===== src/design/lpd_pkg.sv =====
// shared constants, state codes and control struct for the lidar packet deframer
// no dependencies
`default_nettype none

package lpd_pkg;

  // packet layout
  localparam int PACKET_BYTES     = 47;
  localparam int MAX_POINTS       = 12;
  localparam int FIRST_POINT_BYTE = 6;
  localparam int FIT_POINTS       = (PACKET_BYTES - FIRST_POINT_BYTE) / 3;
  localparam int PT_LIMIT         = (MAX_POINTS < FIT_POINTS) ? MAX_POINTS : FIT_POINTS;

  localparam int POS_W  = 6;
  localparam int CNT_W  = $clog2(PT_LIMIT + 1);
  localparam int IDX_W  = $clog2(FIT_POINTS + 1);
  localparam int ADDR_W = (MAX_POINTS > 1) ? $clog2(MAX_POINTS) : 1;

  localparam int ANGLE_W = 16;
  localparam int SUM_W   = 18;
  localparam int OUT_ANGLE_W = 17;

  localparam logic [7:0]  HEADER_RESET   = 8'd84;
  localparam logic [7:0]  STEP_RESET     = 8'd80;
  localparam logic [15:0] ROTATION_RESET = 16'd36000;

  // configuration register indexes
  localparam logic [1:0] REG_HEADER   = 2'd0;
  localparam logic [1:0] REG_STEP     = 2'd1;
  localparam logic [1:0] REG_ROTATION = 2'd2;

  typedef enum logic [4:0] {
    S_RX    = 5'b00001,
    S_DELTA = 5'b00010,
    S_SUM   = 5'b00100,
    S_READ  = 5'b01000,
    S_LOAD  = 5'b10000
  } lpd_state_e;

  typedef struct packed {
    logic delta;  // latch start angle, form wrapped delta
    logic sum;    // accumulate and test for full turn
  } lpd_rot_ctl_t;

endpackage

`default_nettype wire


===== src/design/lidar_packet_deframer_unit.sv =====
// Lidar packet deframer. Takes one received byte per item, hunts for the header
// byte and collects the rest of a 47-byte packet; points are kept in a 12-entry
// synchronous memory (distance and intensity per entry, written once per point).
// On the last byte the rotation is tracked in the delta and sum states; then either
// one scan-done item is sent, or every point is read back from the memory and sent
// (read state, then load of the output register, per point), or, with no points
// and no full turn, nothing is sent. Bytes are taken one per cycle while a packet
// is being gathered; input stalls from the last byte of a packet until its results
// are all in the output register, and through any output stall.
// Depends on lpd_pkg and lpd_rotation.
`default_nettype none

module lidar_packet_deframer_unit (
  input  wire logic        clk_i,
  input  wire logic        rst_ni,
  // configuration writes
  input  wire logic        cfg_valid_i,
  output logic             cfg_ready_o,
  input  wire logic [1:0]  cfg_index_i,
  input  wire logic [15:0] cfg_data_i,
  // byte input
  input  wire logic        in_valid_i,
  output logic             in_stall_o,
  input  wire logic [7:0]  rx_byte_i,
  // result output
  output logic             out_valid_o,
  input  wire logic        out_stall_i,
  output logic             scan_done_o,
  output logic [16:0]      point_angle_o,
  output logic [15:0]      point_distance_o,
  output logic [7:0]       point_intensity_o,
  output logic             last_of_packet_o
);
  import lpd_pkg::*;

  logic [7:0]  header_q;
  logic [7:0]  step_q;
  logic [15:0] rotation_q;

  lpd_state_e state_q, state_d;

  logic               hunting_q;
  logic [POS_W-1:0]   pos_q;
  logic [1:0]         part_q;
  logic [IDX_W-1:0]   idx_q;
  logic [15:0]        asm_q;
  logic [CNT_W-1:0]   cnt_q;
  logic [ANGLE_W-1:0] start_q;

  logic [CNT_W-1:0]       rd_idx_q;
  logic [OUT_ANGLE_W-1:0] ang_q;
  logic                   done_q;

  logic [23:0] mem [MAX_POINTS];
  logic [23:0] rdata_q;

  logic             in_acc;
  logic             out_free;
  logic             last_byte;
  logic             mem_we;
  logic [ADDR_W-1:0] wr_addr;
  logic [4:0]       raw_cnt;
  logic             rd_last;
  logic             complete;
  lpd_rot_ctl_t     rot_ctl;

  assign cfg_ready_o = 1'b1;
  assign in_stall_o  = (state_q != S_RX);
  assign in_acc      = in_valid_i && (state_q == S_RX);
  assign out_free    = !out_valid_o || !out_stall_i;
  assign last_byte   = !hunting_q && (pos_q == POS_W'(PACKET_BYTES - 1));
  assign raw_cnt     = rx_byte_i[4:0];
  assign rd_last     = ((CNT_W+1)'(rd_idx_q) + 1'b1) == (CNT_W+1)'(cnt_q);

  assign mem_we  = in_acc && !hunting_q && (pos_q >= POS_W'(FIRST_POINT_BYTE))
                   && (part_q == 2'd2) && (6'(idx_q) < 6'(MAX_POINTS));
  assign wr_addr = ADDR_W'(idx_q);

  assign rot_ctl.delta = (state_q == S_DELTA);
  assign rot_ctl.sum   = (state_q == S_SUM);

  lpd_rotation u_rotation (
    .clk_i          (clk_i),
    .rst_ni         (rst_ni),
    .ctl_i          (rot_ctl),
    .pkt_angle_i    (start_q),
    .full_rotation_i(rotation_q),
    .complete_o     (complete)
  );

  // point memory: distance in low 16 bits, intensity above
  always_ff @(posedge clk_i) begin
    if (mem_we) begin
      mem[wr_addr] <= {rx_byte_i, asm_q};
    end
    rdata_q <= mem[ADDR_W'(rd_idx_q)];
  end

  always_ff @(posedge clk_i or negedge rst_ni) begin
    if (!rst_ni) begin
      header_q   <= HEADER_RESET;
      step_q     <= STEP_RESET;
      rotation_q <= ROTATION_RESET;
    end else if (cfg_valid_i) begin
      case (cfg_index_i)
        REG_HEADER:   header_q   <= cfg_data_i[7:0];
        REG_STEP:     step_q     <= cfg_data_i[7:0];
        REG_ROTATION: rotation_q <= cfg_data_i;
        default: ;
      endcase
    end
  end

  always_comb begin
    state_d = state_q;
    case (state_q)
      S_RX: begin
        if (in_acc && last_byte) state_d = S_DELTA;
      end
      S_DELTA: state_d = S_SUM;
      S_SUM: begin
        if (complete) begin
          state_d = S_LOAD;
        end else if (cnt_q != '0) begin
          state_d = S_READ;
        end else begin
          state_d = S_RX;
        end
      end
      S_READ: state_d = S_LOAD;
      S_LOAD: begin
        if (out_free) begin
          state_d = (done_q || rd_last) ? S_RX : S_READ;
        end
      end
      default: state_d = S_RX;
    endcase
  end

  // byte gathering, state register and read-back index and angle
  always_ff @(posedge clk_i or negedge rst_ni) begin
    if (!rst_ni) begin
      state_q   <= S_RX;
      hunting_q <= 1'b1;
      pos_q     <= '0;
      part_q    <= '0;
      idx_q     <= '0;
      cnt_q     <= '0;
      start_q   <= '0;
      rd_idx_q  <= '0;
      ang_q     <= '0;
      done_q    <= 1'b0;
    end else begin
      state_q <= state_d;
      if (in_acc) begin
        if (hunting_q) begin
          if (rx_byte_i == header_q) begin
            hunting_q <= 1'b0;
            pos_q     <= POS_W'(1);
          end
        end else begin
          if (pos_q == POS_W'(1)) begin
            cnt_q <= (raw_cnt > 5'(PT_LIMIT)) ? CNT_W'(PT_LIMIT) : CNT_W'(raw_cnt);
          end
          if (pos_q == POS_W'(4)) start_q[7:0]  <= rx_byte_i;
          if (pos_q == POS_W'(5)) begin
            start_q[15:8] <= rx_byte_i;
            part_q        <= '0;
            idx_q         <= '0;
          end
          if (pos_q >= POS_W'(FIRST_POINT_BYTE)) begin
            if (part_q == 2'd2) begin
              part_q <= '0;
              idx_q  <= idx_q + 1'b1;
            end else begin
              part_q <= part_q + 1'b1;
            end
          end
          if (last_byte) begin
            hunting_q <= 1'b1;
            pos_q     <= '0;
          end else begin
            pos_q <= pos_q + 1'b1;
          end
        end
      end
      if (state_q == S_SUM) begin
        done_q   <= complete;
        rd_idx_q <= '0;
        ang_q    <= OUT_ANGLE_W'(start_q);
      end
      if ((state_q == S_LOAD) && out_free && !done_q && !rd_last) begin
        rd_idx_q <= rd_idx_q + 1'b1;
        ang_q    <= ang_q + OUT_ANGLE_W'(step_q);
      end
    end
  end

  // distance bytes gathered before the intensity byte completes the entry
  always_ff @(posedge clk_i) begin
    if (in_acc && !hunting_q && (pos_q >= POS_W'(FIRST_POINT_BYTE))) begin
      if (part_q == 2'd0) asm_q[7:0]  <= rx_byte_i;
      if (part_q == 2'd1) asm_q[15:8] <= rx_byte_i;
    end
  end

  // output register
  always_ff @(posedge clk_i or negedge rst_ni) begin
    if (!rst_ni) begin
      out_valid_o <= 1'b0;
    end else if ((state_q == S_LOAD) && out_free) begin
      out_valid_o <= 1'b1;
    end else if (!out_stall_i) begin
      out_valid_o <= 1'b0;
    end
  end

  always_ff @(posedge clk_i) begin
    if ((state_q == S_LOAD) && out_free) begin
      if (done_q) begin
        scan_done_o       <= 1'b1;
        point_angle_o     <= '0;
        point_distance_o  <= '0;
        point_intensity_o <= '0;
        last_of_packet_o  <= 1'b1;
      end else begin
        scan_done_o       <= 1'b0;
        point_angle_o     <= ang_q;
        point_distance_o  <= rdata_q[15:0];
        point_intensity_o <= rdata_q[23:16];
        last_of_packet_o  <= rd_last;
      end
    end
  end

endmodule

`default_nettype wire


===== src/design/lpd_rotation.sv =====
// rotation tracker: previous start angle, accumulated turn and first-of-scan flag
// depends on lpd_pkg
`default_nettype none

module lpd_rotation (
  input  wire logic                          clk_i,
  input  wire logic                          rst_ni,
  input  wire lpd_pkg::lpd_rot_ctl_t         ctl_i,
  input  wire logic [lpd_pkg::ANGLE_W-1:0]   pkt_angle_i,
  input  wire logic [15:0]                   full_rotation_i,
  output logic                               complete_o
);
  import lpd_pkg::*;

  logic [ANGLE_W-1:0] prev_q;
  logic [ANGLE_W-1:0] delta_q;
  logic [SUM_W-1:0]   sum_q;
  logic               first_q;
  logic               skip_q;

  logic [ANGLE_W-1:0] back;
  logic [ANGLE_W-1:0] delta_d;
  logic [SUM_W:0]     sum_wide;
  logic [SUM_W-1:0]   sum_d;

  always_comb begin
    back = prev_q - pkt_angle_i;
    if (pkt_angle_i >= prev_q) begin
      delta_d = pkt_angle_i - prev_q;
    end else if (full_rotation_i > back) begin
      delta_d = full_rotation_i - back;
    end else begin
      delta_d = '0;
    end
  end

  // saturating accumulate
  always_comb begin
    sum_wide = {1'b0, sum_q} + (SUM_W+1)'(delta_q);
    sum_d    = sum_wide[SUM_W] ? {SUM_W{1'b1}} : sum_wide[SUM_W-1:0];
  end

  assign complete_o = !skip_q && (sum_d >= SUM_W'(full_rotation_i));

  always_ff @(posedge clk_i or negedge rst_ni) begin
    if (!rst_ni) begin
      prev_q  <= '0;
      delta_q <= '0;
      sum_q   <= '0;
      first_q <= 1'b1;
      skip_q  <= 1'b0;
    end else begin
      if (ctl_i.delta) begin
        prev_q  <= pkt_angle_i;
        delta_q <= delta_d;
        skip_q  <= first_q;
        first_q <= 1'b0;
      end
      if (ctl_i.sum && !skip_q) begin
        if (complete_o) begin
          sum_q   <= '0;
          first_q <= 1'b1;
        end else begin
          sum_q <= sum_d;
        end
      end
    end
  end

endmodule

`default_nettype wire

===== config.mk =====
export PLATFORM = sky130hd
export DESIGN_NAME = lidar_packet_deframer_unit
export DESIGN_NICKNAME = d
export VERILOG_FILES = /design/src/design/lpd_pkg.sv /design/src/design/lidar_packet_deframer_unit.sv /design/src/design/lpd_rotation.sv
export SDC_FILE = /design/constraint.sdc
export NUM_CORES = 1
export LEC_CHECK = 0
export BUFFER_PORTS_ARGS = -buffer_cell sky130_fd_sc_hd__buf_4
export CELL_PAD_IN_SITES_DETAIL_PLACEMENT = 0
export CELL_PAD_IN_SITES_GLOBAL_PLACEMENT = 1
export CORE_MARGIN = 1.5
export CORE_UTILIZATION = 40
export CTS_CLUSTER_SIZE = 30
export DETAILED_ROUTE_END_ITERATION = 8
export PLACE_DENSITY = 0.74
export SETUP_SLACK_MARGIN = 0.1
export SYNTH_ARGS = -nofsm -noshare
export SYNTH_HDL_FRONTEND = slang
export SYNTH_SLANG_ARGS = --single-unit

===== constraint.sdc =====
create_clock -name clk_i -period 7.2 [get_ports clk_i]
set_input_delay 0.36 -clock clk_i [delete_from_list [all_inputs] [get_ports clk_i]]
set_output_delay 0.36 -clock clk_i [all_outputs]
set_load 0.005 [all_outputs]

==> results.ini <==
[finish]
layout.nets = 1934
n_fill_cell = 5051
regArea_um2 = 14600
syn2layout_area_growth_pct = 13.9
multi_input_area_um2 = 8410
antenna_cells = 0
drive_above_1_share = 0.185

[route]
routed-via-count = 14000
drc = 0
vias_per_cell = 5.36
drtIter0Drc = 971
wirelength_um = 55000
ant_nets = 0
dr.pass1.iters = 5
wl_per_cell_um = 21.1

[clock_network]
numCtsBuffers = 53
cts_resized = 0
cts_tree = built
postCtsHoldBufs = 10
path_clk_slew_ns = 0.06
h-tree-depth = 2
root_buffer = clkbuf_16
clk_latency_ns = 0.61
clock_sinks = 516
cts_setup_buffers = 0
cts_buffer_depth = 3

[sta]
min_period_over_period = 0.708
fmax_mhz = 196
drv_slew = 0
max_slew.worst_pin.slew_ns = 1.18
relSlewSlack = 0.211
grt_setup_unrepaired = false
setup_viol = 0
fin_crit_ns = 5.09
finalClockSkew_ns = 0.0272
hold_viol_final = 0
setup_tns_ns = 0

[synth]
synth.net_count = 1841
synth-main-ff-cell = edfxtp_1
synth_top_area_frac = 0.442
synth_area_per_cell_um2 = 13.8
synth_cell_type_count = 79
yosys.area.top_type = edfxtp_1
synthesis.area_um2 = 23600
ys_warn_count = 0
synth_edf_count = 347
async_flop_share = 0.281
synth_seq_cells = 516
yosys-top-cells-area = edfxtp_1 44%, dfrtp_1 14%, mux4_2 6.9%
seq_area_frac_synth = 0.617
syn_inst = 1709

[global_routing]
grt-ovfl-total = 0
antenna_found_initial = 1
grt_pass1_vias = 14400
grt.total_usage = 0.185
grt_first_pass_wirelength_um = 85300
grt_max_degree = 85

[floorplanning]
chipHeight_um = 246
coreArea_um2 = 58000
num_rows = 88
die-area_um2 = 60400
pin_count = 77
die_w_um = 246
initial_utilization = 0.406

[outcome]
status = complete, no violations

[critical_path]
worstPathRequired_ns = 7.64
cp_max_fo = 9
start_kind = flip-flop
worstPathArrival_ns = 5.53
cp-end-kind = flip-flop
path_class = reg2reg

[power_and_ir_drop]
powerDensity_nw_per_um2 = 296
p_leak_nw = 10.1
ir_drop_v = 0.000189
power.total_mw = 7.95

[min_path]
hp-class = in2reg

[place]
portBuffers = 75
post-dp-hpwl_um = 34600
gp_congestion = 0.832

[run]
max_cap_violations = 0

-- state kept, by name, indices dropped and copies added, names as in the netlist, 6 cells and up --
name and count:
u_rotation.sum_q 18, point_angle_o 17, u_rotation.prev_q 16, point_distance_o 16, start_q 16, ang_q 17, u_rotation.delta_q 16, rotation_q 16
header_q 8, step_q 8, asm_q 16, mem 288, point_intensity_o 8, rdata_q 24, pos_q 6
-- cells in the final DEF, fill, tap and decap left out, types with 8 or more instances in the layout --
master         count
a21o_1            24
a21oi_1           62
a22oi_1           11
and2_2            11
buf_4             89
clkbuf_1          18
clkbuf_16         53
clkinv_1           8
dfrtp_1          129
dfstp_2           13
dfxtp_1           24
dlygate4sd3_1     10
edfxtp_1         347
ha_1              96
inv_1            106
mux2_2            41
mux2i_1           27
mux4_2            72
nand2_1          140
nand2b_1          10
nand3_1           24
nand4_1           14
nor2_1            79
nor2b_1           55
nor3_1            19
o21a_1            10
o21ai_0          109
o21bai_1           9
o31ai_1           14
o31ai_4           10
xnor2_1           44
xor2_1            21
-- cell usage after synthesis (6+ instances only) --
master	number
dfrtp_1	132
and2_1	16
inv_1	106
nor4_1	6
buf_2	14
mux4_2	72
edfxtp_1	347
xnor2_1	44
clkbuf_1	40
mux2i_1	27
o31ai_4	10
o21ai_0	109
o21bai_1	9
mux2_2	41
dfxtp_1	24
nand2b_1	10
a22oi_1	11
nor2b_1	55
nand3_1	25
nor3_1	19
o21a_1	10
dfstp_2	13
o31ai_1	14
nand2_1	141
xor2_1	21
ha_1	96
a21o_1	24
nand4_1	14
o211ai_1	6
nor2_1	79
or3_1	6
a211oi_1	7
a21oi_1	63
-- path summary, 6_finish.rpt --
kind	startpoint	end	slack, ns	depth (start not counted)
min in group asynchronous	rst_ni	u_rotation.prev_q[15]	0.44	2
setup reg to reg	start_q[1]	u_rotation.delta_q[14]	2.11	21
max in group asynchronous	rst_ni	done_q	5.36	3
hold reg to reg	ang_q[16]	ang_q[16]	0.48	1
setup / recovery	start_q[1]	u_rotation.delta_q[14]	2.11	21
hold / removal	cfg_data_i[0]	step_q[0]	0.04	2
-- cells by family (layout without fill, tap and decap cells) --
logic type	after synthesis	count (layout)	share of synthesized area
AND/OR/NAND/NOR	393	393	0.0799
flip-flops	516	516	0.617
buffers and inverters	169	306	0.0284
multiplexers	141	141	0.100
other	1	1	0.000159
XOR/XNOR	65	65	0.0241
adder cells (fa/ha/maj)	101	101	0.0552
AO/OA/AOI/OAI	323	323	0.0950
-- metal layers --
layer  track usage  vias to the layer above  routed length [µm]
li1              -                     6510                   -
met1         0.246                     7142               24500
met2         0.316                      282               27200
met3        0.0280                       70                2170
met4        0.0487                        0                1120
met5             0                        -                   0
-- worst max-delay path, stage by stage (launching register included) --
cell and delay (ns):
dfrtp_1 0.40, inv_1 0.19, ha_1 0.29, nor2b_1 0.13, o21ai_0 0.20, a21boi_0 0.15, o31ai_1 0.52, a311oi_1 0.20
nor3_1 0.23, o21bai_1 0.11, a21oi_1 0.18, xnor2_1 0.08, ha_1 0.32, nand2_1 0.07, nor2_1 0.15, nand2_1 0.10
nor4_1 0.28, nor2_1 0.07, a21oi_1 0.56, nor2_1 0.35, a22oi_1 0.24, o21ai_0 0.09
-- area by class of cell --
class / count / area share
clock buffer: 73 / 0.0529
clock inverter: 26 / 0.0129
inverter: 107 / 0.0150
multi-input combinational: 1024 / 0.313
sequential: 516 / 0.542
tap: 765 / 0.0356
timing repair buffer: 100 / 0.0290
-- metrics by stage --
stage	area [µm²]	hold WS, ns	utilization	instances	worst slack (ns)
floorplan	23600	0.0644	-	1709	2.59
global placement	25000	0.468	0.431	2502	2.30
detailed placement	25000	0.471	0.431	2502	2.20
CTS	26900	0.00328	0.463	2611	2.13
global route	26900	0.0211	0.463	2611	1.46
finish	26900	0.0406	0.463	2611	2.11
-- power by group --
part	internal [mW]	leakage (nW)	total [mW]	switching [mW]
clock	1.64	0.849	2.79	1.16
sequential	3.32	5.16	3.49	0.164
combinational	0.682	4.04	1.67	0.991
(Power assumes the default switching activity.)
